==> config.mk <==
export PLATFORM = sky130hd
export DESIGN_NAME = six_digit_seven_segment_scan
export DESIGN_NICKNAME = d
export VERILOG_FILES = /design/src/hw/rtl/sdss_pkg.sv /design/src/hw/rtl/six_digit_seven_segment_scan.sv
export SDC_FILE = /design/constraint.sdc
export NUM_CORES = 1
export LEC_CHECK = 0
export BUFFER_PORTS_ARGS = -buffer_cell sky130_fd_sc_hd__buf_2
export CORE_MARGIN = 4
export CORE_UTILIZATION = 51
export CTS_CLUSTER_SIZE = 20
export DETAILED_ROUTE_END_ITERATION = 6
export PLACE_DENSITY = 0.67
export SLEW_MARGIN = 20
export SYNTH_ARGS = -nofsm -noshare
export SYNTH_HDL_FRONTEND = slang
export SYNTH_SLANG_ARGS = --single-unit
==> constraint.sdc <==
create_clock -name clk -period 7.2 [get_ports clk]
set_clock_uncertainty 0.05 [all_clocks]
set_input_delay 0 -clock clk [delete_from_list [all_inputs] [get_ports clk]]
set_output_delay 0 -clock clk [all_outputs]
set_load 0.01 [all_outputs]
==> src/hw/rtl/sdss_pkg.sv <==
// Package for the six-digit seven-segment scanner: digit count, scan width, segment decode.
package sdss_pkg;

    localparam int unsigned NUM_DIGITS = 6;
    localparam int unsigned POS_W      = 3;
    localparam int unsigned VALUE_W    = 10;
    localparam int unsigned SEG_W      = 7;
    localparam int unsigned DIGITS_PER_VALUE = 3;

    typedef logic [POS_W-1:0]      pos_t;
    typedef logic [VALUE_W-1:0]    value_t;
    typedef logic [NUM_DIGITS-1:0] enable_t;
    typedef logic [SEG_W-1:0]      seg_t;
    typedef logic [3:0]            bcd_t;

    localparam pos_t   LAST_POS   = pos_t'(NUM_DIGITS - 1);
    localparam pos_t   FIRST_HIGH = pos_t'(DIGITS_PER_VALUE);
    localparam value_t MOD_VALUE  = value_t'(1000);

    // Active-high pattern, bit0 = segment a .. bit6 = segment g.
    function automatic seg_t seg_decode(input bcd_t d);
        seg_t s;
        begin
            case (d)
                4'd0:    s = 7'h3F;
                4'd1:    s = 7'h06;
                4'd2:    s = 7'h5B;
                4'd3:    s = 7'h4F;
                4'd4:    s = 7'h66;
                4'd5:    s = 7'h6D;
                4'd6:    s = 7'h7D;
                4'd7:    s = 7'h07;
                4'd8:    s = 7'h7F;
                4'd9:    s = 7'h6F;
                default: s = 7'h3F;
            endcase
            return s;
        end
    endfunction

endpackage

==> src/hw/rtl/six_digit_seven_segment_scan.sv <==
// Six-digit multiplexed seven-segment scanner: top level.
// Each accepted request is one refresh tick and yields one result: a one-hot digit
// enable and the segment pattern for that digit. Digits 0..2 show units, tens and
// hundreds of first_value, digits 3..5 those of second_value, both modulo 1000 with
// leading zeros. The scan position starts at digit 0 after reset and advances by one
// per request, wrapping after digit 5. The result passes through the input register,
// the place-select register and the result register; one request is taken every
// cycle as long as the result side keeps up.
module six_digit_seven_segment_scan (
    input  logic                    clk,
    input  logic                    rst_n,
    input  logic                    in_valid,
    output logic                    in_ready,
    input  sdss_pkg::value_t        first_value,
    input  sdss_pkg::value_t        second_value,
    output logic                    out_valid,
    input  logic                    out_ready,
    output sdss_pkg::enable_t       digit_enable,
    output sdss_pkg::seg_t          segments
);
    import sdss_pkg::*;

    pos_t    scan_pos_reg, scan_pos_next;

    logic    s1_valid_reg;
    value_t  first_s1_reg;
    value_t  second_s1_reg;
    pos_t    pos_s1_reg;

    logic    s2_valid_reg;
    value_t  place_s2_reg;
    enable_t enable_s2_reg;

    logic    out_valid_reg;
    enable_t enable_out_reg;
    seg_t    seg_out_reg;

    logic    s1_ready, s2_ready, out_load;
    logic    in_accept;

    value_t          sel_value, mod_value;
    logic [1:0]      place;
    logic [17:0]     prod10;
    logic [15:0]     prod100;
    logic [6:0]      quot10;
    logic [3:0]      quot100;
    value_t          place_value;

    logic [17:0]     prod_digit;
    logic [6:0]      quot_digit;
    value_t          tens_part;
    bcd_t            digit;

    assign out_load  = !out_valid_reg || out_ready;
    assign s2_ready  = !s2_valid_reg || out_load;
    assign s1_ready  = !s1_valid_reg || s2_ready;
    assign in_ready  = s1_ready;
    assign in_accept = in_valid && in_ready;

    always_comb
    begin
        if (scan_pos_reg >= LAST_POS)
        begin
            scan_pos_next = '0;
        end
        else
        begin
            scan_pos_next = scan_pos_reg + pos_t'(1);
        end
    end

    always_ff @(posedge clk or negedge rst_n)
    begin
        if (!rst_n)
        begin
            scan_pos_reg  <= '0;
            s1_valid_reg  <= 1'b0;
            s2_valid_reg  <= 1'b0;
            out_valid_reg <= 1'b0;
        end
        else
        begin
            if (in_accept)
            begin
                scan_pos_reg <= scan_pos_next;
            end
            if (s1_ready)
            begin
                s1_valid_reg <= in_valid;
            end
            if (s2_ready)
            begin
                s2_valid_reg <= s1_valid_reg;
            end
            if (out_load)
            begin
                out_valid_reg <= s2_valid_reg;
            end
        end
    end

    // Stage 1: capture the request and the digit it drives.
    always_ff @(posedge clk)
    begin
        if (in_accept)
        begin
            first_s1_reg  <= first_value;
            second_s1_reg <= second_value;
            pos_s1_reg    <= (scan_pos_reg > LAST_POS) ? pos_t'(0) : scan_pos_reg;
        end
    end

    // Stage 2: pick the number, reduce modulo 1000, take the place quotient.
    always_comb
    begin
        if (pos_s1_reg < FIRST_HIGH)
        begin
            sel_value = first_s1_reg;
            place     = pos_s1_reg[1:0];
        end
        else
        begin
            sel_value = second_s1_reg;
            place     = 2'(pos_s1_reg - FIRST_HIGH);
        end

        mod_value = (sel_value >= MOD_VALUE) ? value_t'(sel_value - MOD_VALUE) : sel_value;

        // v/10 and v/100 by reciprocal, exact for v < 1000
        prod10  = 18'(mod_value) * 18'(205);
        prod100 = 16'(mod_value) * 16'(41);
        quot10  = 7'(prod10 >> 11);
        quot100 = 4'(prod100 >> 12);

        case (place)
            2'd1:    place_value = value_t'(quot10);
            2'd2:    place_value = value_t'(quot100);
            default: place_value = mod_value;
        endcase
    end

    always_ff @(posedge clk)
    begin
        if (s2_ready && s1_valid_reg)
        begin
            place_s2_reg  <= place_value;
            enable_s2_reg <= enable_t'(1) << pos_s1_reg;
        end
    end

    // Stage 3: last decimal digit and segment decode.
    always_comb
    begin
        prod_digit = 18'(place_s2_reg) * 18'(205);
        quot_digit = 7'(prod_digit >> 11);
        tens_part  = value_t'(quot_digit) * value_t'(10);
        digit      = 4'(place_s2_reg - tens_part);
    end

    always_ff @(posedge clk)
    begin
        if (out_load && s2_valid_reg)
        begin
            enable_out_reg <= enable_s2_reg;
            seg_out_reg    <= seg_decode(digit);
        end
    end

    assign out_valid    = out_valid_reg;
    assign digit_enable = enable_out_reg;
    assign segments     = seg_out_reg;

    a_scan_range: assert property (@(posedge clk) disable iff (!rst_n)
        scan_pos_reg <= LAST_POS)
        else $error("scan position out of range");

    a_enable_onehot: assert property (@(posedge clk) disable iff (!rst_n)
        out_valid_reg |-> $onehot(enable_out_reg))
        else $error("digit enable not one-hot");

    a_segments_lit: assert property (@(posedge clk) disable iff (!rst_n)
        out_valid_reg |-> (seg_out_reg != '0))
        else $error("blank segment pattern");

    a_place_range: assert property (@(posedge clk) disable iff (!rst_n)
        s2_valid_reg |-> (place_s2_reg < MOD_VALUE))
        else $error("place value not reduced");

    a_scan_advance: assert property (@(posedge clk) disable iff (!rst_n)
        (in_valid && in_ready && scan_pos_reg != LAST_POS)
            |=> (scan_pos_reg == $past(scan_pos_reg) + pos_t'(1)))
        else $error("scan position did not advance");

endmodule
Yosys cells after proc, flatten, opt, wreduce, memory -nomap -nowiden
Memories as Yosys holds them, arrays and structs flattened. A register that Yosys moved wholly into a read port is not among the register bits.
Cells that the tools add are included.
{"block": "totals", "regBits": 51, "romBits": 112, "in_bits": 24, "elab_cells": 40, "mem_count": 1}
{"memory": "(name not given)", "depth": 16, "word_bits": 7, "rd": 1, "rd_ports_with_merged_regs": 1, "write_ports": 0, "line": "sdss_pkg.sv:24", "text": "case (d)"}
{"block": "op_classes", "add_sub_neg": 4, "multipliers": 4, "n_lt_le_gt_ge": 4, "eq_ne": 2, "shifts": 1, "mux": 5, "n_reduce_logical": 9}
{"cell": "$mul 10x8->18 const B", "n": 2}
{"cell": "$mux 10", "n": 2}
{"cell": "$pmux 10 s2", "n": 1}
{"cell": "$mul 10x6->16 const B", "n": 1}
{"cell": "$ge 10x10->1 const B", "n": 1}
{"cell": "$sub 10x10->10 const B", "n": 1}
{"cell": "$mul 7x3->3 const B", "n": 1}
{"cell": "$shl 1x3->6 const A", "n": 1}
{"cell": "$sub 4x4->4", "n": 1}
{"cell": "$add 3x1->3 const B", "n": 1}
{"cell": "$ge 3x3->1 const B", "n": 1}
{"cell": "$gt 3x3->1 const B", "n": 1}
{"cell": "$logic_and 1x1->1", "n": 3}
{"cell": "$logic_not 1->1", "n": 3}
{"cell": "$logic_or 1x1->1", "n": 3}
{"cell": "$lt 3x2->1 const B", "n": 1}
{"cell": "$mux 3", "n": 1}
{"cell": "$eq 2x1->1 const B", "n": 1}
{"cell": "$eq 2x2->1 const B", "n": 1}
{"cell": "$mux 2", "n": 1}
{"cell": "$sub 2x2->2 const B", "n": 1}

Longest topological paths before layout
Gate-level depths: netlist (run 1).
{"block": "logic_depth", "word_depth": 6, "depth_mapped": 21, "ltp_nobuf": 21}

Least setup slack after synthesis (run 1)
No wires, ideal clock.
{"block": "synth_timing", "path_type": "reg-to-reg", "from": "reg pos_s1_reg[2]", "to": "reg place_s2_reg[5] (data pin)", "setup_time_ps": 135, "arrival_ps": 5631, "setup_slack_ps": 1383, "path_stages_with_launch": 21, "cell_sequence": "edfxtp_1 > clkbuf_1 > a21o_1 > clkbuf_1 > or4_1 > o31ai_1 > a21oi_1 > ha_1 > fa_1 > inv_1 > fa_1 > inv_1 > fa_1 > ha_1 > nand3_1 > or3_1 > o211ai_1 > a21bo_2 > a31oi_1 > or4b_2 > nand3_1"}
{"block": "synth_between", "elab_chain_len": 6}
{"item": "start, declared", "line": "six_digit_seven_segment_scan.sv:28", "text": "pos_t pos_s1_reg;"}
{"item": "start signal, assigned", "line": "six_digit_seven_segment_scan.sv:109", "text": "pos_s1_reg <= (scan_pos_reg > LAST_POS) ? pos_t'(0) : scan_pos_reg;"}
{"item": "$lt 3x2->1 *", "line": "six_digit_seven_segment_scan.sv:116", "text": "if (pos_s1_reg < FIRST_HIGH)"}
{"item": "$mux 10 *", "line": "six_digit_seven_segment_scan.sv:116"}
{"item": "$sub 10x10->10 or $ge 10x10->1 (tied branches)", "line": "six_digit_seven_segment_scan.sv:127", "text": "mod_value = (sel_value >= MOD_VALUE) ? value_t'(sel_value - MOD_VALUE) : sel_value;"}
{"item": "$mux 10 *", "line": "six_digit_seven_segment_scan.sv:127"}
{"item": "named net mod_value[8]", "line": "six_digit_seven_segment_scan.sv:41", "text": "value_t sel_value, mod_value;"}
{"item": "$mul 10x8->18 *", "line": "six_digit_seven_segment_scan.sv:130", "text": "prod10 = 18'(mod_value) * 18'(205);"}
{"item": "$pmux 10 s2 *", "line": "six_digit_seven_segment_scan.sv:135", "text": "case (place)"}
{"item": "named net place_value[5]", "line": "six_digit_seven_segment_scan.sv:47", "text": "value_t place_value;"}
{"item": "end signal, assigned", "line": "six_digit_seven_segment_scan.sv:146", "text": "place_s2_reg <= place_value;"}
{"item": "end, declared", "line": "six_digit_seven_segment_scan.sv:31", "text": "value_t place_s2_reg;"}
The timed path passes the listed nets; every way through them passes the cells marked *.
A chain may end at the register's enable or synchronous reset.

Final worst setup path (run 1)
{"block": "layout_timing", "from": "reg pos_s1_reg[2]", "to": "reg place_s2_reg[5] (data pin)"}
{"block": "layout_between", "elab_chain_len": 6}
{"item": "$lt 3x2->1 *", "line": "six_digit_seven_segment_scan.sv:116"}
{"item": "$mux 10", "line": "six_digit_seven_segment_scan.sv:116"}
{"item": "$sub 10x10->10 or $ge 10x10->1 (tied branches)", "line": "six_digit_seven_segment_scan.sv:127"}
{"item": "$mux 10", "line": "six_digit_seven_segment_scan.sv:127"}
{"item": "$mul 10x8->18", "line": "six_digit_seven_segment_scan.sv:130"}
{"item": "$pmux 10 s2 *", "line": "six_digit_seven_segment_scan.sv:135"}
{"item": "named net place_value[5]", "line": "six_digit_seven_segment_scan.sv:47"}
Marked as above.

==> summary.md, run 1 <==
| Metric | Value |
|---|---|
| Status | `completed` |
| Antenna viol nets, final | `0` |
| Vias in the first global route | `between 4000 and 5000` |
| Max-slew headroom | `about two fifths` |
| Worst skew pair latency | `0.32 ns` |
| Clock tree buffer depth | `2` |
| Synth area leader | `edfxtp_1` |
| CP Max Fanout | `12` |
| Final period util | `around 86%` |
| Min-Delay Path Depth | `2` |
| Setup bufs post-CTS | `0` |
| CTS Buf Count | `9` |
| Number of remaining DRC errors | `0` |
| Die Wd | `between 100 and 150 um` |
| WP data required | `approximately 7.3 ns` |
| Synthesized flop and latch total | `58` |
| Synth top cells by count | `122 x ha_1, 111 x inv_1, 52 x edfxtp_1, 39 x fa_1, 35 x nand2_1` |
| Routability cong. | `~0.87` |
| Critical path startpoint category | `flop` |
| CTS tree | `done` |
| DR pass1 iterations | `4` |
| Worst R2R Path Depth | `20` |
| DR iter-0 viols | `around 140` |
| Crit. End Element | `flop` |
| Worst-Margin Slew | `approximately 0.9 ns` |
| Routed len/inst | `around 14 um` |
| Hold Crit Class | `in -> reg` |
| # resized after CTS | `0` |
| Worst EP arrival | `about 6.3 ns` |
| Max-Cap Viols | `0` |
| RSZ-0062 raised after global routing | `no` |
| Syn nets | `approximately 730` |
| Total grt overflow | `0` |
| Synthesized area per cell | `10.6 um2` |
| Multi-input combinational cell area | `approximately 3600 um2` |
| R2R Path Start | `pos_s1_reg[2]` |
| Num ports | `39` |
| Most used DFF post-synth | `edfxtp_1` |
| Hold_sp | `second_value[6]` |
| Asr flop ratio synth | `about a tenth` |
| # hold bufs at CTS | `25` |
| Hold Fails Final Rpt | `0` |
| Post-DP HPWL | `~9100 um` |
| Synth Warn # | `0` |
| Clock-pin slew of the registers on the worst-case setup and hold paths | `about 0.05 ns` |
| Vias post-DR | `3957` |
| Initial antenna violation count | `0` |
| Synth top area share | `a little over a quarter` |
| Setup CP Type | `reg -> reg` |
| Die ar. | `about 13000 um2` |
| Area of the mapped netlist | `about 5800 um2` |
| Number of flops mapped to enable cells by yosys | `52` |
| Core Footprint | `~11000 um2` |
| Antenna cells | `0` |
| Setup-failing EPs final | `0` |
| CTS Sinks | `58` |
| Largest net degree at the start of global routing | `27` |
| Distinct cells, synth | `between 50 and 60` |
| Total global-route track usage | `18.0%` |
| Setup_tns | `0 ns` |
| Share of post-route cells with drive strength above 1 | `approximately a tenth` |
| Layout fillers | `855` |
| Routed WL | `around 11000 um` |
| Die height | `between 100 and 150 um` |
| CTS Root Cell | `clkbuf_16` |
| Register Area | `1710 um2` |
| Count leader, synth | `ha_1` |
| Reg-to-reg endpoint | `place_s2_reg[5]` |
| Ranking of synthesized cells by area | `edfxtp_1 27%, ha_1 26%, fa_1 14%` |
| Slew Limit Fails | `0` |
| Htree depth | `3` |
| Worst reg2reg setup slack | `around 1.0 ns` |
| Nets | `~800` |
| Starting Density | `a little over half` |
| Post-Synthesis Cells | `approximately 550` |
| Cell Rows | `38` |
| Area Overhead vs Synth | `15.9%` |
| Max Clk Rate | `161 MHz` |
| Sequential element share of the synthesized area | `29.6%` |
| Hold endpoint | `second_s1_reg[6]` |
| First-pass GRT wire length | `approximately 19000 um` |
| Via density | `a little over 5` |
| Tmin final | `roughly 6.2 ns` |
| Port bufs | `38` |
-- layout make-up --
| class | instances | area share, % |
|---|---|---|
| clock buffers | 10 | 3.42 |
| clock inverters | 6 | 1.36 |
| inverters | 111 | 6.22 |
| multi-input cells | 373 | 54.3 |
| flip-flops and latches | 58 | 25.6 |
| well taps | 140 | 2.61 |
| repair buffers | 63 | 6.57 |
-- critical path, cell delays in order (launching register included) --
cell and delay, ns:
edfxtp_1 0.52, a21oi_2 0.47, o41ai_1 0.17, o22ai_1 0.40
inv_1 0.25, ha_1 0.36, inv_1 0.06, fa_1 0.49
inv_1 0.05, fa_1 0.53, inv_1 0.06, fa_1 0.53
inv_1 0.04, ha_1 0.29, nand3_1 0.09, or3_1 0.38
o211ai_1 0.22, a21bo_2 0.23, a31oi_1 0.14, or4b_2 0.62
nand3_1 0.10
-- worst max-delay path by stage --
stage	slack (ns)	startpoint	depth (start not counted)	end
final	1.01	pos_s1_reg[2]	20	place_s2_reg[5]
after floorplan	1.38	pos_s1_reg[2]	20	place_s2_reg[5]
after detailed placement	1.01	pos_s1_reg[2]	20	place_s2_reg[5]
after global routing	0.58	pos_s1_reg[2]	18	place_s2_reg[5]
after global placement	1.14	pos_s1_reg[2]	20	place_s2_reg[5]
after CTS	1.03	pos_s1_reg[2]	20	place_s2_reg[5]
-- layout by cell type (no fill, tap or decap), types with 7 or more instances in the layout --
cell type | Yosys | layout
o21ai_0 | 12 | 12
edfxtp_1 | 52 | 52
a21oi_1 | 22 | 22
xnor2_1 | 10 | 10
nand2b_1 | 7 | 7
and2_1 | 10 | 10
nor2_1 | 19 | 19
fa_1 | 39 | 39
inv_1 | 111 | 111
nand3_1 | 7 | 7
nand2_1 | 35 | 35
clkbuf_16 | 0 | 9
xor2_1 | 8 | 8
dlygate4sd3_1 | 0 | 25
buf_2 | 0 | 38
ha_1 | 122 | 122
-- cell families (layout without fill, tap and decap cells) --
logic type	count (synthesis)	after routing	synth area share, %
AND/OR/NAND/NOR	111	111	9.65
AO/OA/AOI/OAI	74	74	8.76
buffers and inverters	116	190	7.53
adder cells (fa/ha/maj)	161	161	39.9
XOR/XNOR	19	19	3.12
flip-flops	58	58	29.6
multiplexers	8	8	1.43
-- layer usage --
metal / vias to the layer above / part of all wire (%) / wire length, um / track usage, %
met4: 0 / 1.7 / 186 / 5.23
met2: 70 / 50 / 5470 / 31.2
li1: 2012 / - / - / -
met5: - / 0 / 0 / 0
met1: 1860 / 45 / 4850 / 23.0
met3: 15 / 3.1 / 341 / 3.07
-- metrics by stage --
stage               hold slack [ns]  setup WS, ns  area [um2]  utilization (%)  instances
floorplan                    -0.346          1.38        5780                -        547
global placement             -0.224          1.14        6130             55.8        720
detailed placement           -0.219          1.01        6130             55.8        720
CTS                           0.324          1.03        6700             61.0        761
global route                  0.331         0.579        6700             61.0        761
finish                        0.329          1.01        6700             61.0        761
Power of run 1 is left out: the tool's default activity adds up to more than one toggle a clock period on the data nets, which glitch-free logic cannot reach.
==> run 2, diff against run 1 <==
CORE_UTILIZATION = 52   (was 51)
PLACE_DENSITY = 0.68   (was 0.67)
==> summary.md, run 2 (synthesis results as in run 1) <==
| Metric | Value |
|---|---|
| Area Overhead vs Synth | `13.4%` |
| DR pass1 iterations | `4 (unchanged)` |
| CTS Root Cell | `clkbuf_8` |
| RSZ-0062 raised after global routing | `no` |
| Setup CP Type | `reg -> reg` |
| CP cell instances | `a21oi_2 > o31ai_1 > a21oi_1 > mux2i_1 > fa_1 > inv_1 > fa_1 > inv_1 > fa_1 > inv_1 > ha_1 > nand3_1 > or3_1 > o211ai_1 > a21bo_2 > a31oi_1 > or4b_2 > nand3_1` |
| CP max stage delay | `0.70 ns (+0.08 ns)` |
| CTS Buf Count | `9 (unchanged)` |
| Share of post-route cells with drive strength above 1 | `10.3% (+0.16 points)` |
| CTS tree | `done` |
| Clock tree buffer depth | `2 (unchanged)` |
| Setup_tns | `0 ns (unchanged)` |
| Post-route setup slack | `0.949 ns (-0.0562 ns)` |
| Slew Limit Fails | `0 (unchanged)` |
| Die ar. | `12900 um2 (-1.8%)` |
| WP data required | `7.34 ns (about the same)` |
| Antenna viol nets, final | `0 (unchanged)` |
| Worst-Margin Slew | `0.936 ns (+0.0319 ns)` |
| CTS Sinks | `58 (unchanged)` |
| Hold Fails Final Rpt | `0 (unchanged)` |
| Worst skew pair latency | `0.34 ns (+0.02 ns)` |
| Die Wd | `113 um (-0.90%)` |
| # resized after CTS | `0 (unchanged)` |
| Via density | `5.21 (+0.25%)` |
| Port bufs | `38 (unchanged)` |
| Routed WL | `11000 um (+1.5%)` |
| DP Area | `6130 um2 (unchanged)` |
| Vias post-DR | `3967 (+0.25%)` |
| Max-Cap Viols | `0 (unchanged)` |
| Core Footprint | `10800 um2 (-1.3%)` |
| Vias in the first global route | `4122 (-0.17%)` |
| Max Clk Rate | `160 MHz (-0.90%)` |
| Initial antenna violation count | `0 (unchanged)` |
| Setup-failing EPs final | `0 (unchanged)` |
| Final period util | `86.8% (+0.78 points)` |
| Commonest non-fill, non-tap cell in the layout | `ha_1` |
| Final Cell Area | `6560 um2 (-2.1%)` |
| Num ports | `39 (unchanged)` |
| Crit. End Element | `flop` |
| Hold Crit Class | `in -> reg` |
| Total grt overflow | `0 (unchanged)` |
| Nets | `801 (unchanged)` |
| Commonest cells after routing, fill and taps aside | `122 x ha_1, 111 x inv_1, 52 x edfxtp_1` |
| Max-slew headroom | `37.5% (-2.1 points)` |
| Routed len/inst | `14.5 um (+1.5%)` |
| Worst EP arrival | `6.39 ns (+0.06 ns)` |
| Cell Rows | `38 (unchanged)` |
| Htree depth | `3 (unchanged)` |
| Routability cong. | `0.877 (+1.3%)` |
| Number of remaining DRC errors | `0 (unchanged)` |
| Die height | `113 um (-0.90%)` |
| Largest net degree at the start of global routing | `27 (unchanged)` |
| CP max stage cell | `a21oi_1` |
| Status | `completed` |
| Starting Density | `53.3% (+0.69 points)` |
| Post-DP HPWL | `9040 um (-0.63%)` |
| Total global-route track usage | `18.4% (+0.40 points)` |
| Tmin final | `6.25 ns (+0.0562 ns)` |
| CP Max Fanout | `12 (unchanged)` |
| Clock-pin slew of the registers on the worst-case setup and hold paths | `0.07 ns (+0.02 ns)` |
| DR iter-0 viols | `147 (+8.1%)` |
| Place WS | `1.01 ns (-0.00596 ns)` |
| First-pass GRT wire length | `18900 um (-0.36%)` |
| Critical path startpoint category | `flop` |
| Antenna cells | `0 (unchanged)` |
| Setup bufs post-CTS | `0 (unchanged)` |
| # hold bufs at CTS | `25 (unchanged)` |
[run 2: metal layers]
| layer | GRT usage (%) | vias to the layer above | routed length (um) |
|---|---|---|---|
| met1 | 22.5 | 1878 | 4850 |
| met3 | 3.08 | 18 | 273 |
| met4 | 5.21 | 0 | 202 |
| met2 | 33.4 | 59 | 5690 |
| met5 | 0 | - | 0 |
| li1 | - | 2012 | - |
[run 2: worst paths after layout]
path                                        from              end  slack, ns  depth (start not counted)
worst max-delay path               pos_s1_reg[2]  place_s2_reg[5]       0.95                         18
worst max register to register     pos_s1_reg[2]  place_s2_reg[5]       0.95                         18
min in group asynchronous                  rst_n        out_valid       0.58                          3
worst min register to register  enable_s2_reg[3]  digit_enable[3]       0.37                          0
max in group asynchronous                  rst_n  scan_pos_reg[1]       6.29                          3
worst min-delay path              first_value[3]  first_s1_reg[3]       0.32                          2
[run 2: area by class of cell]
class | count | area [um2]
Clock inverter | 6 | 41.3
Sequential cell | 58 | 1710
Tap cell | 140 | 175
Clock buffer | 10 | 138
Fill cell | 901 | 4280
Timing Repair Buffer | 63 | 440
Multi-Input combinational cell | 373 | 3630
Inverter | 111 | 417
[run 2: critical path: cells and delay by family, from the launching register on]
kind / cells / cell delay [ns]
AOI/OAI and AO/OA: 6 / 2.01
adders and majority gates: 4 / 1.90
buffers and inverters: 3 / 0.15
DFF: 1 / 0.53
muxes: 1 / 0.28
and+or+nand+nor: 4 / 1.19
[run 2: metrics by stage]
step / hold WS, ns / instances / util [%]
2_1_floorplan: -0.346 / 547 / -
3_3_place_gp: -0.223 / 720 / 56.5
3_5_place_dp: -0.220 / 720 / 56.5
4_1_cts: 0.304 / 761 / 60.5
5_1_grt: 0.320 / 761 / 60.5
6_report: 0.318 / 761 / 60.5
Power of run 2 is left out for the same reason.
